File: config.mk
export PLATFORM = sky130hd
export DESIGN_NAME = psb_back
export DESIGN_NICKNAME = d
export VERILOG_FILES = /design/src/rtl/point_set_bounds_defines.svh /design/src/rtl/psb_pkg.sv /design/src/rtl/psb_back.sv
export SDC_FILE = /design/constraint.sdc
export NUM_CORES = 2
export LEC_CHECK = 0
export BUFFER_PORTS_ARGS = -buffer_cell sky130_fd_sc_hd__buf_2
export CORE_UTILIZATION = 45
export CTS_CLUSTER_DIAMETER = 60
export CTS_CLUSTER_SIZE = 25
export DETAILED_ROUTE_END_ITERATION = 10
export PLACE_DENSITY = 0.62
export SLEW_MARGIN = 15
export SYNTH_ARGS = -nofsm -noshare
export SYNTH_HDL_FRONTEND = slang
export SYNTH_SLANG_ARGS = --single-unit
File: constraint.sdc
create_clock -name clk -period 91.5 [get_ports clk]
set_input_delay 18.3 -clock clk [delete_from_list [all_inputs] [get_ports clk]]
set_output_delay 18.3 -clock clk [all_outputs]
set_load 0.02 [all_outputs]
File: src/rtl/point_set_bounds_defines.svh
// point_set_bounds_defines.svh: assertion macros for the point set bounds block
// no dependencies; included by files that carry assertions
`ifndef POINT_SET_BOUNDS_DEFINES_SVH
`define POINT_SET_BOUNDS_DEFINES_SVH

// implication checked on every clock edge outside reset
`define PSB_ASSERT_IMP(label, clk, rst, pre, post) \
  label: assert property (@(posedge clk) disable iff (rst) (pre) |-> (post)) \
    else $error("assertion failed");

// next-cycle implication checked outside reset
`define PSB_ASSERT_NEXT(label, clk, rst, pre, post) \
  label: assert property (@(posedge clk) disable iff (rst) (pre) |=> (post)) \
    else $error("assertion failed");

`endif

File: src/rtl/psb_pkg.sv
// psb_pkg: types and constants for the point set bounds block
// no dependencies
package psb_pkg;

  localparam int unsigned MaxPoints = 65536;
  localparam int unsigned CoordBits = 32;
  localparam int unsigned SumBits   = 48;
  localparam int unsigned CntBits   = 17;
  localparam int unsigned AccBits   = 66;
  localparam logic [CntBits-1:0] CountMax = '1;

  // one finished set handed from the front to the back
  typedef struct packed {
    logic [2:0][SumBits-1:0]   sum;
    logic [2:0][31:0]          lo;
    logic [2:0][31:0]          hi;
    logic [CntBits-1:0]        count;
    logic                      over;
    logic [1:0]                dims;
  } set_t;

  typedef struct packed {
    logic [31:0] cen_x;
    logic [31:0] cen_y;
    logic [31:0] cen_z;
    logic [31:0] min_x;
    logic [31:0] min_y;
    logic [31:0] min_z;
    logic [31:0] max_x;
    logic [31:0] max_y;
    logic [31:0] max_z;
    logic [31:0] radius;
    logic [CntBits-1:0] point_count;
    logic too_many;
  } result_t;

  typedef struct packed {
    logic [31:0] coord_x;
    logic [31:0] coord_y;
    logic [31:0] coord_z;
    logic        last_point;
  } point_t;

  typedef enum logic [2:0] {
    ST_IDLE, ST_DIV, ST_SQUARE, ST_SQRT, ST_OUT
  } back_state_t;

endpackage

File: src/rtl/psb_back.sv
// psb_back: serial divide for centroids, squares and square root for the radius
// depends on psb_pkg
module psb_back (
  input  logic          clk,
  input  logic          rst,
  input  logic          set_valid,
  output logic          set_ready,
  input  psb_pkg::set_t set_data,
  output logic          out_valid,
  input  logic          out_ready,
  output psb_pkg::result_t out_data
);
  psb_pkg::back_state_t state, state_next;
  psb_pkg::set_t cur;
  logic [1:0] axis;
  logic [5:0] step;
  logic [47:0] quo, rem_mag;
  logic [psb_pkg::CntBits:0] rem;
  logic [2:0][31:0] cen;
  logic [psb_pkg::AccBits-1:0] acc, sq_n, sq_res;
  logic neg;
  logic [psb_pkg::CntBits:0] rem_sh, rem_sub;
  logic [32:0] ext, h;
  logic [psb_pkg::AccBits-1:0] sq_bit, sq_try;
  logic [psb_pkg::AccBits-1:0] hsq;
  logic [31:0] cen_sat;
  logic used;

  logic signed [psb_pkg::SumBits-1:0] s_cur;
  assign s_cur = cur.sum[axis];
  assign neg = s_cur[47];
  assign used = axis < cur.dims;

  // one quotient bit a cycle
  assign rem_sh = {rem[psb_pkg::CntBits-1:0], rem_mag[47]};
  assign rem_sub = rem_sh - {1'b0, cur.count};
  // saturated signed centroid from magnitude quotient
  always_comb begin
    logic [47:0] qf;
    qf = {quo[46:0], ~rem_sub[psb_pkg::CntBits]};
    if (neg) cen_sat = (qf > 48'h80000000) ? 32'h80000000 : 32'(-qf);
    else cen_sat = (qf > 48'h7FFFFFFF) ? 32'h7FFFFFFF : qf[31:0];
  end

  // half extent square for the current axis
  assign ext = {cur.hi[axis][31], cur.hi[axis]} - {cur.lo[axis][31], cur.lo[axis]};
  assign h = {1'b0, ext[32:1]};
  assign hsq = 66'(h * h) + 66'(ext[0] ? h : 33'd0);

  // square root: two bits of radicand a cycle
  assign sq_bit = 66'd1 << {step, 1'b0};
  assign sq_try = sq_res + sq_bit;

  always_comb begin
    state_next = state;
    case (state)
      psb_pkg::ST_IDLE:   if (set_valid) state_next = psb_pkg::ST_DIV;
      psb_pkg::ST_DIV:    if (step == 6'd47 && axis == 2'd2) state_next = psb_pkg::ST_SQUARE;
      psb_pkg::ST_SQUARE: if (axis == 2'd2) state_next = psb_pkg::ST_SQRT;
      psb_pkg::ST_SQRT:   if (step == 6'd0) state_next = psb_pkg::ST_OUT;
      psb_pkg::ST_OUT:    if (out_ready) state_next = psb_pkg::ST_IDLE;
      default:            state_next = psb_pkg::ST_IDLE;
    endcase
  end

  always_comb begin
    set_ready = state == psb_pkg::ST_IDLE;
    out_valid = state == psb_pkg::ST_OUT;
  end

  always_ff @(posedge clk) begin
    if (rst) state <= psb_pkg::ST_IDLE;
    else state <= state_next;
  end

  // datapath
  always_ff @(posedge clk) begin
    case (state)
      psb_pkg::ST_IDLE: begin
        cur <= set_data;
        axis <= '0;
        step <= '0;
        rem <= '0;
        quo <= '0;
        rem_mag <= set_data.sum[0][47] ? 48'(-set_data.sum[0]) : set_data.sum[0];
        acc <= '0;
      end
      psb_pkg::ST_DIV: begin
        if (step == 6'd47) begin
          cen[axis] <= used ? cen_sat : 32'd0;
          step <= '0;
          rem <= '0;
          quo <= '0;
          if (axis != 2'd2) begin
            axis <= axis + 1'b1;
            rem_mag <= cur.sum[axis + 1'b1][47] ? 48'(-cur.sum[axis + 1'b1])
                                                : cur.sum[axis + 1'b1];
          end else begin
            axis <= '0;
          end
        end else begin
          rem <= rem_sub[psb_pkg::CntBits] ? rem_sh : rem_sub;
          quo <= {quo[46:0], ~rem_sub[psb_pkg::CntBits]};
          rem_mag <= {rem_mag[46:0], 1'b0};
          step <= step + 1'b1;
        end
      end
      psb_pkg::ST_SQUARE: begin
        if (used) acc <= acc + hsq;
        axis <= axis + 1'b1;
        if (axis == 2'd2) begin
          // quarter terms of odd extents sum to less than one over three axes
          sq_n <= used ? acc + hsq : acc;
          sq_res <= '0;
          step <= 6'd32;
        end
      end
      psb_pkg::ST_SQRT: begin
        if (sq_n >= sq_try) begin
          sq_n <= sq_n - sq_try;
          sq_res <= (sq_res >> 1) + sq_bit;
        end else begin
          sq_res <= sq_res >> 1;
        end
        step <= step - 1'b1;
      end
      default: ;
    endcase
  end

  always_comb begin
    out_data.cen_x = cen[0];
    out_data.cen_y = cen[1];
    out_data.cen_z = cen[2];
    out_data.min_x = cur.lo[0];
    out_data.min_y = (cur.dims >= 2'd2) ? cur.lo[1] : 32'd0;
    out_data.min_z = (cur.dims == 2'd3) ? cur.lo[2] : 32'd0;
    out_data.max_x = cur.hi[0];
    out_data.max_y = (cur.dims >= 2'd2) ? cur.hi[1] : 32'd0;
    out_data.max_z = (cur.dims == 2'd3) ? cur.hi[2] : 32'd0;
    out_data.radius = sq_res[31:0];
    out_data.point_count = cur.count;
    out_data.too_many = cur.over;
  end
endmodule

## After elaboration in Yosys (flattened, before gate mapping)

Cells that the tools add are included.

| word-level totals | value |
|---|---|
| input port bits | 360 |
| word-level logic and storage cells | 130 |
| register bits | 773 |
| output and inout bits | 340 |

| cells by class | value |
|---|---|
| reductions and logical operators | 16 |
| shift-type cells | 1 |
| mux-type cells | 50 |
| $lt $le $gt $ge | 8 |
| eq/ne operators | 16 |
| add/subtract/negate cells | 13 |
| multipliers | 1 |
| bitwise logic cells | 1 |

Operator list:

| cell | number |
|---|---|
| one-hot mux 66 bit (2 select lines) | 3 |
| two-way mux 32 bit | 12 |
| two-way mux 66 bit | 5 |
| two-way mux 48 bit | 6 |
| binary-select mux 48 bit (select 2 bit) | 2 |
| binary-select mux 32 bit (select 2 bit) | 2 |
| bitwise mux 96 bit | 1 |
| negation 48 bit | 2 |
| one-hot mux 48 bit (2 select lines) | 1 |
| one-hot mux 47 bit (2 select lines) | 1 |
| adder 65 x 66 -> 66 bit | 1 |
| adder 66 x 65 -> 66 bit | 1 |
| adder 66 bit | 1 |
| greater-or-equal comparator 66 bit | 1 |
| << shifter 1 x 7 -> 66 bit (first input constant) | 1 |
| subtractor 66 bit | 1 |
| adder 64 x 32 -> 65 bit | 1 |
| demux 32 bit (select 2 bit) | 1 |
| multiplier 32 x 32 -> 64 bit | 1 |
| > comparator 48 x 31 -> 1 bit (second input constant) | 1 |
| > comparator 48 x 32 -> 1 bit (second input constant) | 1 |
| two-way mux 47 bit | 1 |
| two-way mux 17 bit | 2 |
| one-hot mux 17 bit (2 select lines) | 1 |
| 34 further kinds | 56 |

## Depth between registers and ports, before layout

| logic depth | value |
|---|---|
| word-level depth | 9 |
| gate-level depth with buffers | 50 |
| mapped depth without buffers | 44 |

## Worst setup path after synthesis

OpenSTA, ideal clock, no wires.

| timing path | value |
|---|---|
| kind | reg-to-output |
| start | register state[0] |
| end | output set_ready |
| data arrival time | 25,080 ps |
| path buffers | 1 |
| data required time | 73,200 ps |
| cell stages (with the launch flop) | 3 |
| slack | 48,120 ps |
| cell sequence | dfxtp_1 clkbuf_1 nor3_1 |

| between the ends | value |
|---|---|
| cells in the longest elaborated chain, start to end | 1 |

Ends and longest elaborated chain:

| element | RTL line | source |
|---|---|---|
| from (decl) | psb_back.sv:13 | `psb_pkg::back_state_t state, state_next;` |
| from (signal assigned) | psb_back.sv:72 | `if (rst) state <= psb_pkg::ST_IDLE;` |
| from (signal assigned) | psb_back.sv:73 | `else state <= state_next;` |
| logical NOT 3 bit | psb_back.sv:67 | `set_ready = state == psb_pkg::ST_IDLE;` |
| to (decl) | psb_back.sv:7 | `output logic set_ready,` |

No other way between the ends.

## Worst setup path after layout

| timing path | value |
|---|---|
| start | input set_data[222] in the netlist's numbering |
| end | register rem_mag[45], data pin |

| between the ends | value |
|---|---|
| cells in the longest elaborated chain, start to end | 3 |

Ends and longest elaborated chain:

| element | RTL line | source |
|---|---|---|
| from (decl) | psb_back.sv:8 | `input psb_pkg::set_t set_data,` |
| negation 48 bit | psb_back.sv:85 | `rem_mag <= set_data.sum[0][47] ? 48'(-set_data.sum[0]) : set_data.sum[0];` |
| two-way mux 48 bit | psb_back.sv:85 |  |
| one-hot mux 48 bit (2 select lines) | psb_back.sv:78 | `case (state)` |
| to (signal assigned) | psb_back.sv:85 |  |
| to (signal assigned) | psb_back.sv:96 | `rem_mag <= cur.sum[axis + 1'b1][47] ? 48'(-cur.sum[axis + 1'b1])` |
| to (signal assigned) | psb_back.sv:104 | `rem_mag <= {rem_mag[46:0], 1'b0};` |
| to (decl) | psb_back.sv:17 | `logic [47:0] quo, rem_mag;` |

No other way between the ends.
A chain may end at the register's enable or synchronous reset.

==> run summary <==
Detail Route Antenna Nets: 0
largest area contributor in the netlist: edfxtp_1
Clk pin slew, worst setup/hold paths: 0.07 ns
Worst slew margin: 21.3%
most frequent cell after synthesis: inv_1
final core occ: 50.3%
Hold Startpoint: quo[36]$_SDFFCE_PP0N_
worst-margin pin slew: 1.15 ns
Post-Syn Area per Cell: 9.79 um2
Synth async-reset ratio: 0%
post-DP HPWL: 198000 um
Sink Count: 773
status: finished, final reports clean
Crit Reg-Reg Endpoint: sq_n[56]$_DFFE_PP_
first-pass GRT wire length: 382000 um
DR vias/cell: 5.62
Synth top area share: 29.8%
via count: 60400
TritonCTS buffer count: 73
post-CTS resize count: 0
router iterations before antenna repair: 9
Worst setup SP type: primary input
drc violations: 0
Core Rows: 151
Post-Route WL: 254000 um
EDFF count, synth: 770
Tmin final: 21.40 ns
post-CTS setup repair buffer count: 0
clock skew: 0.0565 ns
Port Buffers: 699
Die Area: 174000 um2
Core ar.: 170000 um2
Reg2Reg Depth: 42
Crit Path Max Fanout: 6
Clock Path Buffers: 3
Final Max Tran Viols: 0
Hold Path Sink: quo[37]$_SDFFCE_PP0N_
Clk Tree Root Cell: clkbuf_16
Post-Syn Instances: 7921
die width: 417 um
wire per inst: 23.6 um
unrepaired setup endpoints after global routing: false
1st-iter DRT viols: 5278
hold path depth: 1
Yosys Warn Count: 0
synth cell count leaders: inv_1, fa_1, edfxtp_1
reg-to-reg startpoint: axis[1]$_SDFFCE_PN0P_
Netlist Area Pre-Place: 77600 um2
Seq cells post-synth: 773
Worst-Skew Late Latency: 0.73 ns
fin crit share: 23.4%
reg2reg setup slack: 76.12 ns
Final Hold Fails: 0
max_cap viols: 0
Worst Path Required: 91.93 ns
post-synthesis to final-layout area growth: 10.5%
largest net degree at the start of global routing: 130
initial antenna violation count: 45
share of layout cells above drive strength 1: 12.8%
total negative slack: 0 ns
Setup crit end kind: register
Fmax achieved: 46.7 MHz
GRT Util Overall: 29.2%
Initial Util: 45.6%
Arrival @ worst endpoint: 21.83 ns
Hold-fix buffers, CTS: 0
kind of critical path: primary input to register
Syn Nets: 9656
# nets final: 10100
Chip Height: 417 um
Worst setup startpoint: set_data[222]
vias in the first global route: 60200
Primary FF master, synth: edfxtp_1
# setup viols final: 0
total gr overflow: 0
synth unique cells: 92
GPL Wtd Cong: 0.965
H-tree Lvls: 3
sequential fraction of the synthesis area: 29.9%
Hold Crit Class: register to register
CTS tree: done
Boundary Pins: 700
top post-synthesis cells by area: edfxtp_1, fa_1, ha_1
registers in the layout (all words and copies together) (netlist names), 6 cells and up:
| name | count |
|---|---|
| out_data | 178 |
| cur | 274 |
| sq_n | 66 |
| quo | 47 |
| step | 6 |
| rem | 17 |
| rem_mag | 48 |
| acc | 66 |
| sq_res | 66 |
worst max path at each step:
stage	end
3_5_place_dp	rem_mag[45]$_DFFE_PP_
5_1_grt	rem_mag[45]$_DFFE_PP_
2_1_floorplan	set_ready
6_report	rem_mag[45]$_DFFE_PP_
4_1_cts	rem_mag[45]$_DFFE_PP_
3_3_place_gp	rem_mag[45]$_DFFE_PP_
critical path: stages:
cell and delay (ns):
buf_2 0.13, or4_4 0.55, or4_4 0.45, or3_1 0.41
nand2b_1 0.25, nor4_1 0.60, nand3_1 0.39, o41ai_2 0.41
xnor2_1 0.11, o22ai_1 0.15, a21oi_1 0.09
per-layer routing:
metal / wire length, um / vias to the layer above / share of wire, % / global-route usage, %
met5: 180 / - / 0.071 / 0
met4: 9860 / 24 / 3.9 / 9.88
met3: 22000 / 451 / 8.7 / 6.07
met2: 116000 / 2629 / 46 / 46.3
met1: 105000 / 30000 / 42 / 39.7
li1: - / 27300 / - / -
cells in the final DEF (no fill, tap or decap), drive strengths merged, types with 39 or more instances in the layout:
cell type	n
a21o	147
ha	467
diode	39
a31oi	85
o21ai	250
fa	908
a21oi	468
buf	809
clkinv	42
o31ai	48
xor2	173
clkbuf	78
nor3	90
nand3	63
edfxtp	770
and3	161
nand4	55
nor2	765
o21bai	49
and2	111
a211oi	102
xnor2	166
nand2	667
or3	47
inv	1242
nand2b	72
mux2i	123
cell families (layout without fill, tap and decap cells):
| family | Yosys count | count (layout) | synth area share [%] |
|---|---|---|---|
| flip-flops | 773 | 773 | 29.9 |
| multiplexers | 145 | 145 | 1.91 |
| AO/OA/AOI/OAI | 1432 | 1432 | 11.8 |
| AND/OR/NAND/NOR | 2164 | 2164 | 12.8 |
| other | 0 | 39 | 0 |
| adder cells (fa/ha/maj) | 1375 | 1375 | 31.0 |
| XOR/XNOR | 339 | 339 | 3.83 |
| buffers and inverters | 1693 | 2182 | 8.81 |
area by class of cell:
class / count / area, um2
Clock buffer: 78 / 1870
Inverter: 1239 / 4650
Fill cell: 15700 / 84500
Tap cell: 2295 / 2870
Sequential cell: 773 / 23200
Timing Repair Buffer: 809 / 4340
Multi-Input combinational cell: 5455 / 47900
Clock inverter: 56 / 790
Antenna cell: 39 / 97.6
metrics by stage:
stage	setup WS, ns	area [um2]	hold WS (ns)	instances
after floorplan	48.12	77600	0.548	7921
after detailed placement	69.44	83000	0.570	10600
after global placement	69.44	83000	0.552	10600
final	70.10	85700	0.578	10700
after CTS	70.17	85600	0.577	10700
after global routing	69.92	85600	0.597	10700
Power is left out: the tool's default activity adds up to more than one toggle a clock period on the data nets, which glitch-free logic cannot reach.
