File: src/rtl/point_set_bounds_defines.svh
// point_set_bounds_defines.svh: assertion macros for the point set bounds block
// no dependencies; included by files that carry assertions
`ifndef POINT_SET_BOUNDS_DEFINES_SVH
`define POINT_SET_BOUNDS_DEFINES_SVH

// implication checked on every clock edge outside reset
`define PSB_ASSERT_IMP(label, clk, rst, pre, post) \
  label: assert property (@(posedge clk) disable iff (rst) (pre) |-> (post)) \
    else $error("assertion failed");

// next-cycle implication checked outside reset
`define PSB_ASSERT_NEXT(label, clk, rst, pre, post) \
  label: assert property (@(posedge clk) disable iff (rst) (pre) |=> (post)) \
    else $error("assertion failed");

`endif

File: src/rtl/psb_pkg.sv
// psb_pkg: types and constants for the point set bounds block
// no dependencies
package psb_pkg;

  localparam int unsigned MaxPoints = 65536;
  localparam int unsigned CoordBits = 32;
  localparam int unsigned SumBits   = 48;
  localparam int unsigned CntBits   = 17;
  localparam int unsigned AccBits   = 66;
  localparam logic [CntBits-1:0] CountMax = '1;

  // one finished set handed from the front to the back
  typedef struct packed {
    logic [2:0][SumBits-1:0]   sum;
    logic [2:0][31:0]          lo;
    logic [2:0][31:0]          hi;
    logic [CntBits-1:0]        count;
    logic                      over;
    logic [1:0]                dims;
  } set_t;

  typedef struct packed {
    logic [31:0] cen_x;
    logic [31:0] cen_y;
    logic [31:0] cen_z;
    logic [31:0] min_x;
    logic [31:0] min_y;
    logic [31:0] min_z;
    logic [31:0] max_x;
    logic [31:0] max_y;
    logic [31:0] max_z;
    logic [31:0] radius;
    logic [CntBits-1:0] point_count;
    logic too_many;
  } result_t;

  typedef struct packed {
    logic [31:0] coord_x;
    logic [31:0] coord_y;
    logic [31:0] coord_z;
    logic        last_point;
  } point_t;

  typedef enum logic [2:0] {
    ST_IDLE, ST_DIV, ST_SQUARE, ST_SQRT, ST_OUT
  } back_state_t;

endpackage

File: src/rtl/psb_front.sv
// psb_front: accumulates sums, bounds and count per point
// depends on psb_pkg
module psb_front (
  input  logic               clk,
  input  logic               rst,
  input  logic               in_valid,
  output logic               in_ready,
  input  psb_pkg::point_t    in_data,
  input  logic [1:0]         dims,
  output logic               set_valid,
  input  logic               set_ready,
  output psb_pkg::set_t      set_data
);
  logic [2:0][psb_pkg::SumBits-1:0] sum;
  logic [2:0][31:0] lo, hi;
  logic [psb_pkg::CntBits-1:0] count;
  logic over;
  logic [2:0][31:0] c;
  logic [2:0][31:0] lo_next, hi_next;
  logic [2:0][psb_pkg::SumBits-1:0] sum_next;
  logic [psb_pkg::CntBits-1:0] count_next;
  logic over_next;
  logic take;

  assign c[0] = in_data.coord_x;
  assign c[1] = in_data.coord_y;
  assign c[2] = in_data.coord_z;
  // stall whenever the queue cannot take a finished set, also on points that are not last
  assign in_ready = set_ready;
  assign take = in_valid && in_ready;

  // per-axis update
  always_comb begin
    for (int a = 0; a < 3; a++) begin
      lo_next[a] = (count == '0 || $signed(c[a]) < $signed(lo[a])) ? c[a] : lo[a];
      hi_next[a] = (count == '0 || $signed(c[a]) > $signed(hi[a])) ? c[a] : hi[a];
      sum_next[a] = sum[a] + {{(psb_pkg::SumBits-32){c[a][31]}}, c[a]};
    end
    over_next = over || ({15'd0, count} >= 32'(psb_pkg::MaxPoints));
    count_next = (count < psb_pkg::CountMax) ? count + 1'b1 : count;
  end

  // accumulator registers
  always_ff @(posedge clk) begin
    if (rst) begin
      count <= '0;
      over  <= 1'b0;
      sum   <= '0;
    end else if (take) begin
      if (in_data.last_point) begin
        count <= '0;
        over  <= 1'b0;
        sum   <= '0;
      end else begin
        count <= count_next;
        over  <= over_next;
        sum   <= sum_next;
      end
    end
    if (take) begin
      lo <= lo_next;
      hi <= hi_next;
    end
  end

  assign set_valid = take && in_data.last_point;
  assign set_data.sum = sum_next;
  assign set_data.lo = lo_next;
  assign set_data.hi = hi_next;
  assign set_data.count = count_next;
  assign set_data.over = over_next;
  assign set_data.dims = (dims == 2'd0) ? 2'd1 : dims;
endmodule

File: config.mk
export PLATFORM = sky130hd
export DESIGN_NAME = psb_front
export DESIGN_NICKNAME = d
export VERILOG_FILES = /design/src/rtl/point_set_bounds_defines.svh /design/src/rtl/psb_pkg.sv /design/src/rtl/psb_front.sv
export SDC_FILE = /design/constraint.sdc
export NUM_CORES = 1
export LEC_CHECK = 0
export BUFFER_PORTS_ARGS = -buffer_cell sky130_fd_sc_hd__buf_2
export CAP_MARGIN = 10
export CORE_MARGIN = 4
export CORE_UTILIZATION = 50
export DETAILED_ROUTE_END_ITERATION = 8
export PLACE_DENSITY = 0.79
export SLEW_MARGIN = 20
export SYNTH_ARGS = -nofsm -noshare
export SYNTH_HDL_FRONTEND = slang
export SYNTH_SLANG_ARGS = --single-unit
File: constraint.sdc
create_clock -name clk -period 10.75 [get_ports clk]
set_clock_uncertainty 0.15 [all_clocks]
set_input_delay 0.5375 -clock clk [delete_from_list [all_inputs] [get_ports clk]]
set_output_delay 0.5375 -clock clk [all_outputs]
set_load 0.05 [all_outputs]
Word level (Yosys, flattened, before mapping)
Cells that the tools add are included.
Storage, ports and cells
  bits in registers: 354
  word-level logic and storage cells: 45
  bits of input ports: 103
Cells by class
  magnitude comparators: 8
  add/sub/neg operators: 4
  muxes and demuxes: 11
  reduce and logical (&&, ||, !) cells: 11
Operators with widths (number)
  2-to-1 mux 32 bit: 6
  adder 48 bit: 3
  2-to-1 mux 144 bit: 1
  > comparator 32 bit: 3
  < comparator 32 bit: 3
  2-to-1 mux 17 bit: 2
  adder 17 x 1 -> 17 bit, second input constant: 1
  >= comparator 17 bit, second input constant: 1
  zero test 17 bit: 1
  < comparator 17 bit, second input constant: 1
  logical OR 1 bit: 7
  logical AND 1 bit: 2
  zero test 2 bit: 1
  2-to-1 mux 2 bit: 1
  2-to-1 mux 1 bit: 1

Longest topological paths before layout
Gate-level depths: netlist (run 1).
  depth in word-level cells: 3
  mapped depth: 14
  mapped depth without buffers: 14

Least setup slack after synthesis (run 1)
Ideal clock, no wire load.
  path type: input to register
  start point: input port in_valid
  end point: register count[10] in the netlist's numbering
  arrival: 7.148 ns
  slack: 3.325 ns
  cell stages on the path: 6
  data required time: 10.472 ns
  cells stage by stage: nand2_1 > inv_1 > clkbuf_1 > o21ai_0 > a22oi_1 > nor2_1
Between the ends
  cells in the longest elaborated chain, start to end: 1
Ends and longest elaborated chain
  from (decl): line psb_front.sv:6  | input logic in_valid,
  logical AND 1 bit: line psb_front.sv:30  | assign take = in_valid && in_ready;
  net take: line psb_front.sv:23  | logic take;
  to (signal assigned): line psb_front.sv:55  | count <= count_next;
  to (decl): line psb_front.sv:16  | logic [psb_pkg::CntBits-1:0] count;
The timed path passes the listed nets, and every way through them passes these cells.
A chain may end at the register's enable or synchronous reset.

==> results.ini, run 1 <==
[grt]
grt_max_degree = 74
grt_overflow = 0
grt_pass1_vias = 22322
antenna_found_initial = 1
track_usage_pct = 26.3
grt_pass1_wl_mm = 120

[synthesis]
synthArstFlopShare_pct = 0
synth_top_area_share_pct = 22.3
synth_cells = 2762
yosysWarnings = 0
post_synth.cell_area_avg_um2 = 9.37
ys_seq_area_share_pct = 34.8
ys_seq_elements = 354
synthDistinctLibCells = 81
syn_nets = 3200
synth_edf_count = 192
synth_area_leaders = edfxtp_1, ha_1, dfxtp_1, mux2_2, a21o_1
yosysTopAreaCell = edfxtp_1
synthTopCellsByCount = ha_1, inv_1, a21oi_1, edfxtp_1, nand2_1
syn_area_mm2 = 0.0259
yosys_most_used_dff = edfxtp_1
yosysMostFrequentCell = ha_1

[floorplan]
rows = 83
die_y_um = 235
pin_count = 461
core_area_mm2 = 0.0513
start_util_pct = 50.4
die_x_um = 235
dieArea_mm2 = 0.0555

[timing]
slew_headroom_pct = 32.2
hold_viol = 0
drv_slew = 0
layout_min_cycle_time_ns = 5.25
setup_viol = 0
fin_ws_ns = 5.50
worst_pin_slew_ns = 1.01
setup_tns_ns = 0
fmax_mhz = 190
finalCritPeriodShare_pct = 48.8
rsz0062_at_grt = false

[pwr]
vdd_drop_max_v = 0.000119
power.total_mw = 4.24
power_density_mw_per_mm2 = 141
leakage_nw = 14.7

[route]
drt_iter0_markers = 1434
drc = 0
vias_per_cell = 5.87
avgRoutedWirePerCell_um = 19.6
num_vias = 22757
ant_nets = 0
dr.pass1.iters = 5
totalWireLength_mm = 76.1

[clock_tree]
cts_tree = built
postCtsSetupRepairBufs = 0
cts_inserted_buffers = 44
cts_buffer_depth = 3
post_cts_resize_count = 0
cts.clk_slew.worst_paths_ns = 0.06
cts_sinks = 354
htreeDepth = 2
root_buffer = clkbuf_16
cts_hold_buf = 0
clock_latency_ns = 0.57

[critical_path]
critPathKind = register to primary output
crit_path_top_delay_cell = o41ai_1
crit_path_start_kind = register
cp_slowest_stage_delay_ns = 0.45
reg2reg_depth = 14
cp.required_ns = 10.06
crit_chain = ha_1 > inv_1 > fa_1 > nor2b_1 > o211ai_1 > a21boi_0 > o2111ai_1 > o31ai_1 > nor2_1 > o221ai_2 > a21oi_1 > o41ai_1 > xor2_1 > buf_2
path_depth = 14
cp_top_family = compound AO/OA/AOI/OAI gates
critPathMaxFanout = 4
critPathCaptureType = primary output
path_buf_inv = 2
worstPathArrival_ns = 4.56

[placement]
numPortBuffers = 460
gp_congestion = 0.923
post-place-ws_ns = 5.81
dp_hpwl_mm = 57.4

[run]
cap_violations = 0

[final_layout]
drive_gt1_share_pct = 21.7
seq_area_mm2 = 0.00901
multi_input_area_mm2 = 0.0156
fill_cells = 4436
antennaDiodeCount = 0
syn2layout_area_growth_pct = 16.3
fin_nets = 3603

[worst_hold_path]
hold_path.class = primary input to register
holdPathStages = 2

[status]
status = finished clean

-- sequential cells by signal, indices dropped and copies added, names as in the netlist --
register  flops
sum         144
hi           96
lo           96
count        17
over          1
-- cell type report --
cell class | count | area share, %
clock buffer | 65 | 4.06
clock inverter | 15 | 0.349
inverter | 231 | 2.91
multi-input combinational | 2060 | 51.8
sequential | 354 | 29.9
tap | 680 | 2.83
timing repair buffer | 474 | 8.07
-- worst paths after layout --
path | from | endpoint | slack, ns
max | sum[48]$_SDFFE_PP0P_ | set_data[304] | 5.50
min reg2reg | sum[48]$_SDFFE_PP0P_ | sum[48]$_SDFFE_PP0P_ | 0.31
max reg2reg | sum[48]$_SDFFE_PP0P_ | sum[92]$_SDFFE_PP0P_ | 6.72
min | rst | sum[23]$_SDFFE_PP0P_ | 0.21
-- cells by family after synthesis --
group           Yosys count  synth area share [%]
xor+xnor                151                  5.11
flops                   354                  34.8
fa+ha+maj               335                  16.3
simple gates            605                  11.1
mux                     132                  5.72
buf+inv                 348                  5.12
compound gates          837                  21.8
-- layer usage --
layer,track usage (%),part of all wire (%),vias to the layer above
li1,-,-,11006
met1,32.9,41,10842
met2,44.7,47,749
met3,5.93,7.9,160
met4,9.36,3.8,0
met5,0,0,-
-- placed cells by master, fill, tap and decap left out, types with 64 or more instances in the layout --
| cell | netlist | final |
|---|---|---|
| buf_2 | 7 | 459 |
| ha_1 | 332 | 332 |
| inv_1 | 231 | 230 |
| a21oi_1 | 201 | 201 |
| edfxtp_1 | 192 | 192 |
| nand2_1 | 180 | 178 |
| nor2_1 | 171 | 168 |
| dfxtp_1 | 162 | 162 |
| o21ai_0 | 150 | 150 |
| a21o_1 | 147 | 147 |
| mux2_2 | 126 | 126 |
| xnor2_1 | 92 | 92 |
| a22oi_1 | 83 | 83 |
| a22o_1 | 69 | 69 |
| nand4_1 | 64 | 64 |
-- power breakdown --
part           internal (mW)  leakage, nW  switching [mW]
Combinational          0.353         10.9           0.965
Sequential              1.49         3.12          0.0259
Clock                  0.809        0.643           0.589
Total                   2.66         14.7            1.58
-- through the flow --
step	cell area [um2]	utilization, %	std cells	hold slack [ns]
after floorplan	25900	-	2762	0.286
after global placement	28700	56.0	3798	0.294
after detailed placement	28700	56.0	3798	0.300
after CTS	30100	58.6	3878	0.169
after global routing	30100	58.7	3879	0.188
final	30100	58.7	3879	0.207
Power figures use the tool's default switching activity.
==> run 2, diff against run 1 <==
--- a/config.mk
+++ b/config.mk
@@ -10,7 +10,7 @@
 export CORE_MARGIN = 4
 export CORE_UTILIZATION = 50
 export DETAILED_ROUTE_END_ITERATION = 8
-export PLACE_DENSITY = 0.79
+export PLACE_DENSITY = 0.81
 export SLEW_MARGIN = 20
 export SYNTH_ARGS = -nofsm -noshare
 export SYNTH_HDL_FRONTEND = slang
==> constraint.sdc (replaced) <==
create_clock -name clk -period 4.8 [get_ports clk]
set_clock_uncertainty 0.15 [all_clocks]
set_input_delay 0.24 -clock clk [delete_from_list [all_inputs] [get_ports clk]]
set_output_delay 0.24 -clock clk [all_outputs]
set_load 0.05 [all_outputs]
==> run 2 against run 1 <==
Compared with the run above: combinational power grew 130%; clock-buffer cell count is the same; sequential cell count is the same; first-iteration DRC count grew 33%; cell count grew 2.5%; die area is the same; cell area grew 3.8%; critical endpoint unchanged; critical path depth grew 2.
==> results.ini, run 2 (synthesis results as in run 1) <==
[status]
status = finished clean

[critical_path]
reg2reg_depth = 14  ; unchanged
crit_path_start_kind = primary input
critPathKind = primary input to primary output
critPathCaptureType = primary output
reg2reg_from = sum[0]$_SDFFE_PP0P_
crit_path_start = in_data[33]
reg2reg_to = sum[46]$_SDFFE_PP0P_
worstPathArrival_ns = 4.17  ; -0.39 ns
cp.required_ns = 4.41  ; -5.65 ns
reg2reg_slack_ns = 1.11  ; -5.61 ns
worstSetupEndpoint = set_data[304]
critPathMaxFanout = 5  ; +1

[grt]
track_usage_pct = 27.4  ; +1.2 points
grt_pass1_vias = 23358  ; +4.6%
grt_pass1_wl_mm = 126  ; +4.9%
grt_max_degree = 74  ; unchanged
grt_overflow = 0  ; unchanged
antenna_found_initial = 0  ; -1

[route]
avgRoutedWirePerCell_um = 20.2  ; +2.8%
totalWireLength_mm = 80.2  ; +5.3%
drc = 0  ; unchanged
vias_per_cell = 5.93  ; +1.1%
dr.pass1.iters = 8  ; +3
drt_iter0_markers = 1911  ; +33%
ant_nets = 0  ; unchanged
num_vias = 23572  ; +3.6%

[worst_hold_path]
hold_path.class = primary input to register

[timing]
worst_pin_slew_ns = 1.02  ; +0.00805 ns
hold_viol = 0  ; unchanged
fmax_mhz = 220
drv_slew = 0  ; unchanged
setup_tns_ns = 0  ; unchanged
slew_headroom_pct = 31.9  ; -0.30 points
layout_min_cycle_time_ns = 4.56
fin_ws_ns = 0.245  ; -5.26 ns
rsz0062_at_grt = true
setup_viol = 0  ; unchanged
finalCritPeriodShare_pct = 94.9

[final_layout]
largest-register = sum
fill_cells = 4188  ; -5.6%
postLayoutCellArea_mm2 = 0.0312  ; +3.8%
reg_top3 = sum (144), hi (96), lo (96)
largest_register_ffs = 144  ; unchanged
mostFrequentLayoutCells = buf_2, ha_1, inv_1, a21oi_1, edfxtp_1
antennaDiodeCount = 0  ; unchanged
fin_nets = 3700  ; +2.7%
mostFrequentLayoutCell = buf_2
drive_gt1_share_pct = 21.5  ; -0.15 points
multi_input_area_mm2 = 0.0156  ; +0.30%
syn2layout_area_growth_pct = 20.7
seq_area_mm2 = 0.00901  ; unchanged

[clock_tree]
cts_tree = built
cts_buffer_depth = 3  ; unchanged
root_buffer = clkbuf_16
cts_inserted_buffers = 42  ; -4.5%
clock_latency_ns = 0.57  ; about the same
postCtsSetupRepairBufs = 0  ; unchanged
cts_sinks = 354  ; unchanged
htreeDepth = 2  ; unchanged
cts.clk_slew.worst_paths_ns = 0.06  ; about the same

[pwr]
power_density_mw_per_mm2 = 314  ; +120%
vdd_drop_max_v = 0.000317  ; +170%
leakage_nw = 15.2  ; +3.6%

[floorplan]
die_x_um = 235  ; unchanged
core_area_mm2 = 0.0513  ; unchanged
start_util_pct = 50.4  ; unchanged
pin_count = 461  ; unchanged
dieArea_mm2 = 0.0555  ; unchanged
die_y_um = 235  ; unchanged
rows = 83  ; unchanged

[placement]
place_area_mm2 = 0.0288  ; +0.25%
gp_congestion = 0.919  ; -0.44%
dp_hpwl_mm = 58.9  ; +2.7%
post-place-ws_ns = 0.587  ; -5.22 ns
numPortBuffers = 460  ; unchanged

[run]
cap_violations = 0  ; unchanged

## run 2: worst max-delay path, stage by stage
cell,delay (ns)
dlygate4sd3_1,0.52
buf_2,0.14
ha_1,0.21
inv_1,0.08
fa_1,0.41
nor2b_1,0.17
o211ai_1,0.11
a21boi_1,0.23
o2111ai_1,0.25
o31ai_2,0.36
nor2_1,0.14
o221ai_2,0.27
a21oi_1,0.21
o41ai_2,0.30
xor2_1,0.23
clkbuf_4,0.30
## run 2: worst min path at each step
stage | from | endpoint | cells after the start
6_report | in_data[10] | hi[73]$_DFFE_PP_ | 2
5_1_grt | in_data[10] | hi[73]$_DFFE_PP_ | 2
4_1_cts | in_data[48] | lo[47]$_DFFE_PP_ | 2
3_5_place_dp | sum[96]$_SDFFE_PP0P_ | sum[96]$_SDFFE_PP0P_ | 2
3_3_place_gp | sum[48]$_SDFFE_PP0P_ | sum[48]$_SDFFE_PP0P_ | 2
2_1_floorplan | sum[0]$_SDFFE_PP0P_ | sum[0]$_SDFFE_PP0P_ | 2
## run 2: power breakdown
part | internal [mW] | switching (mW) | total, mW
clock | 2.01 | 1.36 | 3.37
sequential | 3.35 | 0.0595 | 3.41
combinational | 0.847 | 2.20 | 3.04
## run 2: routing by layer
metal / routed length [um] / GRT usage (%) / share of wire, %
met3: 6510 / 5.93 / 8.1
met1: 32200 / 33.9 / 40
met4: 3230 / 10.1 / 4.0
met5: 0 / 0 / 0
met2: 38300 / 47.3 / 48
## run 2: what timing repair did
action	4_1_cts	5_1_grt
hold endpoints to repair	171	0
resized for setup	0	11
endpoints found under the setup margin	0	14
hold buffers	92	0
## run 2: layout make-up
cell class	count	share of cell area, %
Tap cell	680	2.72
Timing Repair Buffer	573	10.9
Multi-Input combinational cell	2060	50.1
Clock buffer	65	4.25
Clock inverter	12	0.365
Inverter	231	2.80
Sequential cell	354	28.8
## run 2: metrics by stage
step	hold slack, ns	cells	power [mW]	util (%)
6_report	0.0496	3975	9.82	60.9
3_5_place_dp	0.305	3806	6.40	56.2
5_1_grt	0.0162	3975	10.2	60.9
2_1_floorplan	0.286	2762	5.61	-
3_3_place_gp	0.292	3806	6.36	56.2
4_1_cts	0.0101	3975	9.83	60.8
