$ cat src/rtl/point_set_bounds_defines.svh
// point_set_bounds_defines.svh: assertion macros for the point set bounds block
// no dependencies; included by files that carry assertions
`ifndef POINT_SET_BOUNDS_DEFINES_SVH
`define POINT_SET_BOUNDS_DEFINES_SVH

// implication checked on every clock edge outside reset
`define PSB_ASSERT_IMP(label, clk, rst, pre, post) \
  label: assert property (@(posedge clk) disable iff (rst) (pre) |-> (post)) \
    else $error("assertion failed");

// next-cycle implication checked outside reset
`define PSB_ASSERT_NEXT(label, clk, rst, pre, post) \
  label: assert property (@(posedge clk) disable iff (rst) (pre) |=> (post)) \
    else $error("assertion failed");

`endif

$ cat src/rtl/psb_pkg.sv
// psb_pkg: types and constants for the point set bounds block
// no dependencies
package psb_pkg;

  localparam int unsigned MaxPoints = 65536;
  localparam int unsigned CoordBits = 32;
  localparam int unsigned SumBits   = 48;
  localparam int unsigned CntBits   = 17;
  localparam int unsigned AccBits   = 66;
  localparam logic [CntBits-1:0] CountMax = '1;

  // one finished set handed from the front to the back
  typedef struct packed {
    logic [2:0][SumBits-1:0]   sum;
    logic [2:0][31:0]          lo;
    logic [2:0][31:0]          hi;
    logic [CntBits-1:0]        count;
    logic                      over;
    logic [1:0]                dims;
  } set_t;

  typedef struct packed {
    logic [31:0] cen_x;
    logic [31:0] cen_y;
    logic [31:0] cen_z;
    logic [31:0] min_x;
    logic [31:0] min_y;
    logic [31:0] min_z;
    logic [31:0] max_x;
    logic [31:0] max_y;
    logic [31:0] max_z;
    logic [31:0] radius;
    logic [CntBits-1:0] point_count;
    logic too_many;
  } result_t;

  typedef struct packed {
    logic [31:0] coord_x;
    logic [31:0] coord_y;
    logic [31:0] coord_z;
    logic        last_point;
  } point_t;

  typedef enum logic [2:0] {
    ST_IDLE, ST_DIV, ST_SQUARE, ST_SQRT, ST_OUT
  } back_state_t;

endpackage

$ cat src/rtl/psb_queue.sv
// psb_queue: two-entry fifo of finished sets between front and back
// depends on psb_pkg
module psb_queue (
  input  logic          clk,
  input  logic          rst,
  input  logic          wr_valid,
  output logic          wr_ready,
  input  psb_pkg::set_t wr_data,
  output logic          rd_valid,
  input  logic          rd_ready,
  output psb_pkg::set_t rd_data
);
  psb_pkg::set_t mem [2];
  logic wp, rp;
  logic [1:0] fill;

  assign wr_ready = fill != 2'd2;
  assign rd_valid = fill != 2'd0;
  assign rd_data = mem[rp];

  // pointers and fill level
  always_ff @(posedge clk) begin
    if (rst) begin
      wp <= 1'b0;
      rp <= 1'b0;
      fill <= '0;
    end else begin
      if (wr_valid && wr_ready) wp <= ~wp;
      if (rd_valid && rd_ready) rp <= ~rp;
      fill <= fill + 2'(wr_valid && wr_ready) - 2'(rd_valid && rd_ready);
    end
  end

  // storage
  always_ff @(posedge clk) begin
    if (wr_valid && wr_ready) mem[wp] <= wr_data;
  end
endmodule

$ cat config.mk
export PLATFORM = sky130hd
export DESIGN_NAME = psb_queue
export DESIGN_NICKNAME = d
export VERILOG_FILES = /design/src/rtl/point_set_bounds_defines.svh /design/src/rtl/psb_pkg.sv /design/src/rtl/psb_queue.sv
export SDC_FILE = /design/constraint.sdc
export NUM_CORES = 1
export LEC_CHECK = 0
export BUFFER_PORTS_ARGS = -buffer_cell sky130_fd_sc_hd__buf_4
export CAP_MARGIN = 20
export CORE_AREA = 2 2 283 285
export DETAILED_ROUTE_END_ITERATION = 10
export DIE_AREA = 0 0 285 287
export SETUP_SLACK_MARGIN = 0.2
export SLEW_MARGIN = 20
export SYNTH_ARGS = -nofsm -noshare
export SYNTH_HDL_FRONTEND = slang
export SYNTH_SLANG_ARGS = --single-unit
$ cat constraint.sdc
create_clock -name clk -period 25.6 [get_ports clk]
set_input_delay 2.56 -clock clk [delete_from_list [all_inputs] [get_ports clk]]
set_output_delay 2.56 -clock clk [all_outputs]
set_load 0.01 [all_outputs]
# Word-level counts from Yosys, hierarchy flattened
# Memory sizes are Yosys's and may differ from the RTL's. A register that Yosys moved wholly into a read port is not among the register bits.
# Index checks and enable logic that the tools add are counted.
totals:
  ff_bits: 4
  ramBits: 712
  in_bits: 360
  output_inout_bits: 358
  n_memories: 1
memory_table:
  columns: ["memory", "depth", "width", "rd", "rd_clocked_by_memory_dff", "wr", "line_no", "text"]
  rows:
  - ["mem", 2, 356, 1, 1, 1, "psb_queue.sv:13", "psb_pkg::set_t mem [2];"]
classes:
  add_sub_neg: 2
  eq_ne: 1
  n_mux: 4
  bitwise: 2
  reduce_logical: 3
ops:
  columns: ["operator", "n"]
  rows:
  - ["$mux W1", 4]
  - ["$add A2 B1 Y2", 1]
  - ["$logic_and A1 B1 Y1", 2]
  - ["$ne A2 B2 Y1 const B", 1]
  - ["$not A1 Y1", 2]
  - ["$reduce_bool A2 Y1", 1]
  - ["$sub A2 B1 Y2", 1]

# Longest topological paths before layout
# Gate-level depths: netlist of the first run.
depth:
  depth_word: 4
  mapped_depth: 8
  depth_no_buf: 8

# Worst setup path before layout of the first run
# No wires, ideal clock.
synth_timing:
  path_kind: "input to register"
  startpoint: "input port wr_valid"
  endpoint: "memory mem[0][0] (netlist bit), enable pin"
  arrival_ns: 17.379
  required_ns: 24.519
  slack_ns: 7.140
  path_stages: 2
  cell_sequence: "nand2_1 -> nor2_1"
synth_via:
  elab_chain_len: 3
synth_rtl:
  columns: ["item", "line_no", "text"]
  rows:
  - ["start, declared", "psb_queue.sv:6", "input logic wr_valid,"]
  - ["$logic_and A1 B1 Y1", "psb_queue.sv:36", "if (wr_valid && wr_ready) mem[wp] <= wr_data;"]
  - ["$mux W1", "psb_queue.sv:36", null]
  - ["$mux W1 (implied by the code)", "psb_queue.sv:36", null]
  - ["end, declared", "psb_queue.sv:13", null]
# No other way between the ends.

==> metrics.log, run 1 <==
[metrics] status: finished, final reports clean
[metrics] buffer cell driving the clock tree root: clkbuf_16
[metrics] final routed wirelength across all metal layers: between 60 and 70 mm
[metrics] layout cells sized above 1: 60.7%
[metrics] detailed-route via count: ~13000
[metrics] Pre-antenna DRT Iters: 6
[metrics] antenna-violating nets left: 0
[metrics] clock latency of the later-clocked register in the worst-skew pair: around 0.6 ns
[metrics] pin count of the biggest net entering global routing: between 150 and 200
[metrics] final count of negative-setup-slack endpoints: 0
[metrics] initial antenna violation count: 3
[metrics] cell leakage power: between 10 and 15 nW
[metrics] peak ir drop on the vdd network: around 0.057 mV
[metrics] Worst setup SP type: flop
[metrics] filler cell count: a little under 7000
[metrics] wire length of the first global-routing pass: between 90 and 100 mm
[metrics] final period utilization: around a quarter
[metrics] FP Rows: between 100 and 150
[metrics] type of the worst setup path: reg2out
[metrics] area of the placeable core: 78600 sq um
[metrics] total of warnings raised by yosys: 0
[metrics] signed area change from the synthesized netlist to the final layout: 33.5%
[metrics] Total Die Area: 81800 sq um
[metrics] kind of path behind the tightest hold check: reg2reg
[metrics] number of max-capacitance violations reported: 0
[metrics] top-level I/O count: around 720
[metrics] commonest non-fill, non-tap cell in the layout: buf_4
[metrics] WP data required: 23.04 ns
[metrics] Max-slew headroom: roughly a fifth
[metrics] unrepaired setup endpoints after global routing: false
[metrics] worst-margin pin slew: between 1 and 1.5 ns
[metrics] count of unresolved DRC violations after routing: 0
[metrics] post-place instance area: approximately 33000 sq um
[metrics] achievable clock frequency: between 100 and 150 MHz
[metrics] flops & latches, synth: 717
[metrics] final standard cell utilization of the core: between 40% and 50%
[metrics] dpl hpwl: between 40 and 50 mm
[metrics] count of buffers added by post-CTS timing repair for setup: 0
[metrics] violation count after the first detailed-routing iteration: between 700 and 800
[metrics] initial core utilization: around 33%
[metrics] number of distinct library cells after synthesis: 18
[metrics] number of sinks handled by clock tree synthesis: 717
[metrics] count of non-filler cells in the finished layout: around 3000
[metrics] All-Layer GR Usage: between 10 and 15%
[metrics] arrival time of the worst setup path: about 4.1 ns
[metrics] cell count after synthesis: about 1100
[metrics] total negative slack for setup checks: 0 ns
[metrics] final max-slew violation count: 0
[metrics] TritonCTS buffer count: slightly below 80
[metrics] Clk pin slew, worst setup/hold paths: 0.06 ns
[metrics] TritonCTS clock tree: yes
[metrics] capturing element type of the critical path: output port
[metrics] critical-path maximum fanout: 79
[metrics] H-tree lvl count: 3
[metrics] startpoint of the worst register-to-register path: fill[0]$_SDFF_PP0_
[metrics] post-layout minimum cycle time: 6.68 ns
[metrics] Post-CTS Hold Buffers: 0
[metrics] vias in the first global route: approximately 14000
[metrics] weighted congestion reported at the end of routability-driven placement: around 0.84
[metrics] total overflow reported by the global router: 0
[metrics] Bufs on Longest Clock Path: 3
[metrics] total of cells resized after clock tree synthesis: 0
[metrics] total of buffers placed on input and output ports: just over 700
[metrics] via-per-instance ratio: between 4 and 5
[metrics] leading cell types in the layout, fill and taps excluded: buf_4, edfxtp_1, mux2_2, clkbuf_16, mux2_4
[metrics] flip-flop and latch area: between 20000 and 25000 sq um
[metrics] number of nets in the layout: about 2300
[metrics] power density over the cells: around 100 nW/um^2
[metrics] final instance area: between 30000 and 40000 sq um
[metrics] worst clock skew on the final layout: around 0.030 ns
[metrics] average cell area after synthesis: 23.1 sq um
[metrics] Chip Width: 285 um
[metrics] startpoint of the tightest hold check path: rp$_SDFFE_PP0P_
[metrics] mapped cell area: between 20000 and 30000 sq um
[metrics] area of the multi-input gates: ~4300 sq um
[metrics] register area share after synthesis: ~80%
[metrics] total count of hold-check failures in the final report: 0
[metrics] vertical die dimension: 287 um
[metrics] Routed wire per std cell: ~21 um
[metrics] minimum hold slack: around 0.55 ns
[metrics] Net Count, Synth: around 1500
[metrics] placed insts: roughly 2900
[power breakdown]
| group | switching [mW] | internal, mW | total (mW) |
|---|---|---|---|
| Clock | 0.432 | 0.603 | 1.03 |
| Sequential | 0.0503 | 1.48 | 1.53 |
| Combinational | 0.416 | 0.433 | 0.849 |
[final timing paths]
kind         slack, ns                    end  depth (start not counted)
min               0.55        rp$_SDFFE_PP0P_                          2
min reg2reg       0.55        rp$_SDFFE_PP0P_                          2
max reg2reg      21.51  mem[1][305]$_DFFE_PP_                          5
max              18.92           rd_data[139]                          4
[worst max-delay path, cell delays in order (launching register included)]
cell,delay [ns]
dfxtp_4,0.96
buf_4,0.89
buf_4,0.88
mux2_2,0.43
buf_4,0.15
[flip-flops by register name (all words and copies together) (netlist names), named ones only]
signal	cells
mem	712
fill	2
rp	1
wp	1
[cells by family (layout without fill, tap and decap cells)]
| group | count (synthesis) | in the layout | synth area share, % |
|---|---|---|---|
| and+or+nand+nor | 11 | 11 | 0.206 |
| DFF | 717 | 717 | 82.1 |
| other | 0 | 3 | 0 |
| xor gates and xnor gates | 3 | 3 | 0.100 |
| adders and majority gates | 2 | 2 | 0.0956 |
| buffers and inverters | 41 | 869 | 1.71 |
| AOI/OAI and AO/OA | 1 | 1 | 0.0287 |
| muxes | 357 | 357 | 15.8 |
[cell usage after synthesis (all sizes together)]
library cell | number | share of area [%]
edfxtp | 712 | 82
nand2b | 1 | 0.024
nor2b | 2 | 0.048
dfxtp | 5 | 0.38
ha | 2 | 0.096
nand2 | 1 | 0.014
nor2 | 5 | 0.072
o21a | 1 | 0.029
mux2 | 357 | 16
xor2 | 1 | 0.033
and3 | 1 | 0.024
buf | 40 | 1.7
or2 | 1 | 0.024
xnor2 | 2 | 0.067
inv | 1 | 0.014
[per-layer routing]
metal  vias to the layer above  track usage [%]  wire length (um)
met4                         0             6.14              2210
li1                       6075                -                 -
met1                      6746             15.1             21700
met2                       497             27.6             34600
met5                         -                0                 0
met3                       118             5.24              5170
[stage by stage]
stage,total power [mW],worst slack [ns]
final,3.41,18.92
after global routing,3.56,18.68
after CTS,3.46,18.87
after detailed placement,2.41,19.36
after global placement,2.40,19.41
after floorplan,2.10,7.14
[area by class of cell]
class                   count  share of cell area (%)
clock inverters            41                   0.964
flip-flops and latches    717                    61.5
multi-input cells         374                    12.2
clock buffers              98                    5.80
inverters                   1                  0.0107
diodes                      3                  0.0215
repair buffers            729                    15.7
well taps                1050                    3.76
(Power assumes the default switching activity.)
==> run 2, diff against run 1 <==
clock period = 6.7 ns   (was 25.6 ns; I/O delays follow)
==> run 2 against run 1 <==
Effect of this change:
- flip-flop and latch count unchanged
- clock skew shrank 0.0060 ns
- cell area is 0.67% higher
- total power grew to 3.9 times the previous value
- largest power group unchanged
==> metrics.log, run 2 (synthesis gave the netlist of run 1 again) <==
[metrics] signed area change from the synthesized netlist to the final layout: 34.4%
[metrics] Internal Pwr Total: 9.83 mW (+290%)
[metrics] number of sinks handled by clock tree synthesis: 717 (unchanged)
[metrics] total overflow reported by the global router: 0 (unchanged)
[metrics] type of the worst setup path: reg2out
[metrics] Post-CTS Hold Buffers: 0 (unchanged)
[metrics] area of the placeable core: 78600 sq um (unchanged)
[metrics] initial antenna violation count: 11 (+8)
[metrics] post-layout minimum cycle time: between 3 and 4 ns
[metrics] via-per-instance ratio: 4.46 (unchanged)
[metrics] final count of negative-setup-slack endpoints: 0 (unchanged)
[metrics] leading cell types in the layout, fill and taps excluded: buf_4, edfxtp_1, mux2_2, clkbuf_16, mux2_4
[metrics] dpl hpwl: 43.0 mm (-5.1%)
[metrics] total of buffers placed on input and output ports: 717 (unchanged)
[metrics] achievable clock frequency: around 270 MHz
[metrics] final max-slew violation count: 0 (unchanged)
[metrics] cell leakage power: 12.9 nW (+0.66%)
[metrics] startpoint of the tightest hold check path: wr_data[157]
[metrics] total negative slack for setup checks: 0 ns (unchanged)
[metrics] violation count after the first detailed-routing iteration: 707 (-1.1%)
[metrics] H-tree lvl count: 3 (unchanged)
[metrics] final period utilization: 54.3%
[metrics] clock latency of the later-clocked register in the worst-skew pair: 0.60 ns (about the same)
[metrics] weighted congestion reported at the end of routability-driven placement: 0.843 (+0.50%)
[metrics] final routed wirelength across all metal layers: 62.4 mm (-2.0%)
[metrics] number of nets in the layout: 2262 (unchanged)
[metrics] count of unresolved DRC violations after routing: 0 (unchanged)
[metrics] TritonCTS clock tree: yes
[metrics] power share of the combinational group: 24.6% (-0.3 points)
[metrics] worst clock skew on the final layout: 0.0239 ns (-0.00599 ns)
[metrics] initial core utilization: 33.3% (unchanged)
[metrics] endpoint of the most critical register-to-register path: mem[0][280]$_DFFE_PP_
[metrics] arrival time of the worst setup path: 2.97 ns (-1.15 ns)
[metrics] critical-path maximum fanout: 145 (+84%)
[metrics] WP data required: 6.03 ns (-17.01 ns)
[metrics] count of buffers added by post-CTS timing repair for setup: 0 (unchanged)
[metrics] vertical die dimension: 287 um (unchanged)
[metrics] Clk pin slew, worst setup/hold paths: 0.06 ns (about the same)
[metrics] antenna-violating nets left: 0 (unchanged)
[metrics] reg-to-reg slack, setup: 3.78 ns (-17.73 ns)
[metrics] filler cell count: 6885 (+0.029%)
[metrics] layout cells sized above 1: 61.2% (+0.51 points)
[metrics] sink of the worst hold path: mem[0][157]$_DFFE_PP_
[metrics] status: finished, final reports clean
[metrics] power density over the cells: 379 nW/um^2 (+290%)
[metrics] total count of hold-check failures in the final report: 0 (unchanged)
[metrics] worst hold stages: 1 (-1)
[metrics] number of flip-flops in the largest register: 712 (unchanged)
[metrics] startpoint of the worst register-to-register path: fill[0]$_SDFF_PP0_
[metrics] relative contribution of the clock network to total power: 31.8% (+1.5 points)
[metrics] area of the multi-input gates: 4260 sq um (about the same)
[metrics] Total Die Area: 81800 sq um (unchanged)
[metrics] capturing element type of the critical path: output port
[metrics] wire length of the first global-routing pass: 89.3 mm (-1.8%)
[metrics] total of cells resized after clock tree synthesis: 0 (unchanged)
[metrics] Chip Width: 285 um (unchanged)
[metrics] register with the most flip-flops: mem
[metrics] cell depth of the worst flop-to-flop path: 5 (unchanged)
[metrics] Max-slew headroom: 19.4% (-0.19 points)
[metrics] flip-flop and latch area: 21500 sq um (unchanged)
[metrics] buffer cell driving the clock tree root: clkbuf_16
[metrics] worst-margin pin slew: 1.21 ns (+0.00283 ns)
[metrics] TritonCTS buffer count: 79 (+2.6%)
[metrics] final standard cell utilization of the core: 44.7% (+0.30 points)
[metrics] registers with the most flip-flops: mem (712), fill (2)
[metrics] detailed-route via count: 13436 (unchanged)
[metrics] reported net switching power: 3.50 mW (+290%)
[metrics] vias in the first global route: 14552 (+0.92%)
[metrics] top-level I/O count: 718 (unchanged)
[metrics] net switching share of the total power: 26.2% (-0.094 points)
[metrics] Pre-antenna DRT Iters: 4 (-2)
[metrics] part of the total power dissipated in sequential elements: 43.6% (-1.2 points)
[metrics] pin count of the biggest net entering global routing: 164 (+6.5%)
[metrics] number of max-capacitance violations reported: 0 (unchanged)
[metrics] unrepaired setup endpoints after global routing: false
[metrics] kind of path behind the tightest hold check: in2reg
[metrics] Bufs on Longest Clock Path: 3 (unchanged)
[metrics] commonest non-fill, non-tap cell in the layout: buf_4
[metrics] Worst setup SP type: flop
[metrics] Routed wire per std cell: 20.7 um (-2.0%)
[metrics] FP Rows: 103 (unchanged)
[metrics] peak ir drop on the vdd network: 0.254 mV (+340%)
[metrics] All-Layer GR Usage: 14.5% (-0.36 points)
==> run 2: cell types whose count changed in the layout (fill, tap and decap cells not counted), sizes merged <==
cell / change
buf: -2
clkinvlp: +1
diode: +5
inv: -2
clkbuf: +4
bufinv: +3
clkinv: -9
==> run 2: final cells by class <==
class,instances,share of cell area [%]
Inverter,1,0.0107
Sequential cell,717,61.1
Timing Repair Buffer,727,15.7
Multi-Input combinational cell,374,12.1
Antenna cell,8,0.0569
Tap cell,1050,3.74
Clock inverter,34,1.21
Clock buffer,102,6.05
==> run 2: worst max-delay path by stage <==
| stage | start | endpoint | slack [ns] | cells past startpoint |
|---|---|---|---|---|
| 5_1_grt | flop | rd_data[204] | 2.90 | 3 |
| 4_1_cts | flop | rd_data[248] | 3.03 | 3 |
| 3_3_place_gp | wr_valid | mem[1][10]$_DFFE_PP_ | 3.68 | 4 |
| 2_1_floorplan | wr_valid | mem[0][0]$_DFFE_PP_ | 0.26 | 2 |
| 6_report | flop | rd_data[204] | 3.06 | 3 |
| 3_5_place_dp | wr_valid | mem[1][10]$_DFFE_PP_ | 3.65 | 4 |
==> run 2: stage by stage <==
stage,instance area (sq um),setup slack (ns),power [mW],hold WS (ns),std cells
floorplan,26200,0.258,7.77,0.481,1132
global placement,32600,3.68,9.19,0.500,2869
detailed placement,32600,3.65,9.24,0.545,2869
CTS,35100,3.03,13.5,0.191,3005
global route,35200,2.90,13.9,0.195,3011
finish,35200,3.06,13.3,0.243,3013
==> run 2: per-layer routing <==
metal  routed length [um]  vias up  track usage (%)  share of wire (%)
met2                33400      468             26.4                 54
li1                     -     6068                -                  -
met4                 2190        6             6.23                3.5
met5                   38        -                0              0.061
met1                21700     6768             15.1                 35
met3                 5050      126             5.09                8.1
==> run 2: power by group through the flow <==
stage / registers, mW / clock network (mW) / logic [mW]
floorplan: 5.92 / 0 / 1.85
global placement: 5.87 / 0 / 3.31
detailed placement: 5.90 / 0 / 3.33
CTS: 5.81 / 4.36 / 3.35
global route: 5.86 / 4.54 / 3.48
finish: 5.81 / 4.24 / 3.28
==> run 2: worst max-delay path, cell delays in order, from the launching register on <==
cell     delay (ns)
dfxtp_4        0.89
buf_12         0.56
mux2_2         0.43
buf_4          0.15
==> run 3, diff against run 2 <==
clock period = 3.1 ns   (was 6.7 ns; I/O delays follow)
==> run 3 against run 2 <==
Effect of this change:
- total power grew 120%
- cell area up 11%
- combinational power rose by 140%
- routed wire length is 6.6% higher
- setup slack worse by 2.6 ns
- core utilization grew 4.7 points
- sequential share of layout area is 5.8 points lower
- critical path type unchanged
- sequential power increased by 120%
- flip-flop and latch count unchanged
- register-to-register slack worse by 2.7 ns
==> metrics.log, run 3 (synthesis gave the netlist of run 1 again) <==
[metrics] area of the multi-input gates: 4270 sq um (+0.29%)
[metrics] All-Layer GR Usage: 15.7% (+1.1 points)
[metrics] FP Rows: 103 (unchanged)
[metrics] flip-flop and latch area: 21500 sq um (about the same)
[metrics] number of sinks handled by clock tree synthesis: 717 (unchanged)
[metrics] cell leakage power: 14.5 nW (+12%)
[metrics] type of the worst setup path: reg2out
[metrics] relative contribution of the clock network to total power: 30.6% (-1.2 points)
[metrics] violation count after the first detailed-routing iteration: 801 (+13%)
[metrics] total of buffers placed on input and output ports: 717 (unchanged)
[metrics] vias in the first global route: 16367 (+12%)
[metrics] signed area change from the synthesized netlist to the final layout: 48.6%
[metrics] H-tree lvl count: 3 (unchanged)
[metrics] final max-slew violation count: 0 (unchanged)
[metrics] final period utilization: 84.3%
[metrics] Bufs on Longest Clock Path: 3 (unchanged)
[metrics] via-per-instance ratio: 4.44 (-0.39%)
[metrics] count of buffers added by post-CTS timing repair for setup: 0 (unchanged)
[metrics] register with the most flip-flops: mem
[metrics] dpl hpwl: 45.1 mm (+4.9%)
[metrics] worst clock skew on the final layout: 0.0245 ns (+0.000603 ns)
[metrics] power share of the combinational group: 26.5% (+1.9 points)
[metrics] count of unresolved DRC violations after routing: 0 (unchanged)
[metrics] Internal Pwr Total: 21.3 mW (+120%)
[metrics] net switching share of the total power: 26.6% (+0.41 points)
[metrics] layout cells sized above 1: 52.1% (-9.1 points)
[metrics] part of the total power dissipated in sequential elements: 42.9% (-0.7 points)
[metrics] Max-slew headroom: 52.9% (+34 points)
[metrics] count of non-filler cells in the finished layout: 3386 (+12%)
[metrics] post-place instance area: 32900 sq um (+0.85%)
[metrics] status: finished, final reports clean
[metrics] worst-margin pin slew: 0.706 ns (-0.503 ns)
[metrics] reported net switching power: 7.75 mW (+120%)
[metrics] clock latency of the later-clocked register in the worst-skew pair: 0.62 ns (+0.02 ns)
[metrics] final instance area: 38900 sq um (+11%)
[metrics] number of nets in the layout: 2642 (+17%)
[metrics] Total Die Area: 81800 sq um (unchanged)
[metrics] top-level I/O count: 718 (unchanged)
[metrics] registers with the most flip-flops: mem (712), fill (2)
[metrics] detailed-route via count: 15040 (+12%)
[metrics] Clk pin slew, worst setup/hold paths: 0.06 ns (about the same)
[metrics] TritonCTS clock tree: yes
[metrics] WP data required: 2.79 ns (-3.24 ns)
[metrics] filler cell count: 6457 (-6.2%)
[metrics] buffer cell driving the clock tree root: clkbuf_16
[metrics] post-layout minimum cycle time: ~2.6 ns
[metrics] commonest non-fill, non-tap cell in the layout: buf_4
[metrics] number of max-capacitance violations reported: 0 (unchanged)
[metrics] wire length of the first global-routing pass: 97.6 mm (+9.2%)
[metrics] placed insts: 2894 (+0.87%)
[metrics] minimum hold slack: 0.0935 ns (-0.150 ns)
[metrics] capturing element type of the critical path: output port
[metrics] Pre-antenna DRT Iters: 5 (+1)
[metrics] arrival time of the worst setup path: 2.30 ns (-0.67 ns)
[metrics] vertical die dimension: 287 um (unchanged)
[metrics] area of the placeable core: 78600 sq um (unchanged)
[metrics] final standard cell utilization of the core: 49.5% (+4.7 points)
[metrics] total count of hold-check failures in the final report: 0 (unchanged)
[metrics] Routed wire per std cell: 19.6 um (-5.1%)
[metrics] critical-path maximum fanout: 58 (-60%)
[metrics] final routed wirelength across all metal layers: 66.5 mm (+6.6%)
[metrics] unrepaired setup endpoints after global routing: false
[metrics] final count of negative-setup-slack endpoints: 0 (unchanged)
[metrics] power density over the cells: 748 nW/um^2 (+97%)
[metrics] leading cell types in the layout, fill and taps excluded: buf_4, edfxtp_1, dlygate4sd3_1, mux2_2, clkbuf_16
[metrics] total overflow reported by the global router: 0 (unchanged)
[metrics] number of flip-flops in the largest register: 712 (unchanged)
[metrics] Chip Width: 285 um (unchanged)
[metrics] weighted congestion reported at the end of routability-driven placement: 0.850 (+0.76%)
[metrics] Worst setup SP type: flop
[metrics] peak ir drop on the vdd network: 0.586 mV (+130%)
[metrics] initial antenna violation count: 8 (-3)
[metrics] initial core utilization: 33.3% (unchanged)
[metrics] kind of path behind the tightest hold check: in2reg
[metrics] Total Power: 29.1 mW (+120%)
[metrics] antenna-violating nets left: 0 (unchanged)
[metrics] pin count of the biggest net entering global routing: 112 (-32%)
[metrics] achievable clock frequency: ~380 MHz
[metrics] TritonCTS buffer count: 77 (-2.5%)
==> run 3: changes by cell type in the layout (fill, tap and decap cells not counted), moves of 4 or more <==
| cell | before | now |
|---|---|---|
| dlygate4sd3_1 | 0 | 357 |
| clkbuf_16 | 82 | 78 |
| clkinv_1 | 7 | 14 |
| clkbuf_1 | 20 | 16 |
| buf_4 | 721 | 740 |
| buf_12 | 6 | 12 |
| diode_2 | 8 | 4 |
==> run 3: final timing paths <==
path | start | to | slack, ns | cells after the start
min reg2reg | rp$_SDFFE_PP0P_ | rp$_SDFFE_PP0P_ | 0.52 | 2
max reg2reg | fill[0]$_SDFF_PP0_ | mem[1][228]$_DFFE_PP_ | 1.13 | 3
max | flop | rd_data[336] | 0.49 | 4
min | wr_valid | wp$_SDFFE_PP0N_ | 0.09 | 3
==> run 3: critical path, cell delays in order (launching register included) <==
cell	delay, ns
dfxtp_4	0.49
buf_12	0.25
buf_12	0.33
mux2_2	0.41
buf_4	0.15
==> run 3: layout make-up <==
cell class	count	area share (%)
repair buffers	1109	24.1
inverters	1	0.00965
multi-input cells	374	11.0
clock buffers	94	5.17
flip-flops and latches	717	55.2
well taps	1050	3.38
clock inverters	37	1.09
diodes	4	0.0257
==> run 3: stage by stage <==
step | setup TNS (ns) | setup WS [ns]
6_report | 0 | 0.487
5_1_grt | 0 | 0.366
4_1_cts | 0 | 0.384
3_5_place_dp | 0 | 1.06
3_3_place_gp | 0 | 1.10
2_1_floorplan | -1875.14 | -3.11
==> run 3: what timing repair did <==
item                      in CTS  in global routing
hold buffers                 357                  0
hold endpoints to repair     716                  0
resized for setup              0                  0
==> run 3: layer usage <==
| metal | track usage (%) | wire length [um] | vias up |
|---|---|---|---|
| li1 | - | - | 6835 |
| met1 | 17.5 | 24300 | 7509 |
| met2 | 28.2 | 35200 | 569 |
| met3 | 4.21 | 4650 | 123 |
| met4 | 6.49 | 2310 | 4 |
| met5 | 0 | 31 | - |
==> run 3: power groups by stage <==
stage / Clock, mW / Combinational, mW / Sequential [mW]
2_1_floorplan: 0 / 4.01 / 12.8
3_3_place_gp: 0 / 7.35 / 12.6
5_1_grt: 9.53 / 8.20 / 12.6
6_report: 8.89 / 7.72 / 12.5
3_5_place_dp: 0 / 7.41 / 12.7
4_1_cts: 9.17 / 7.84 / 12.5
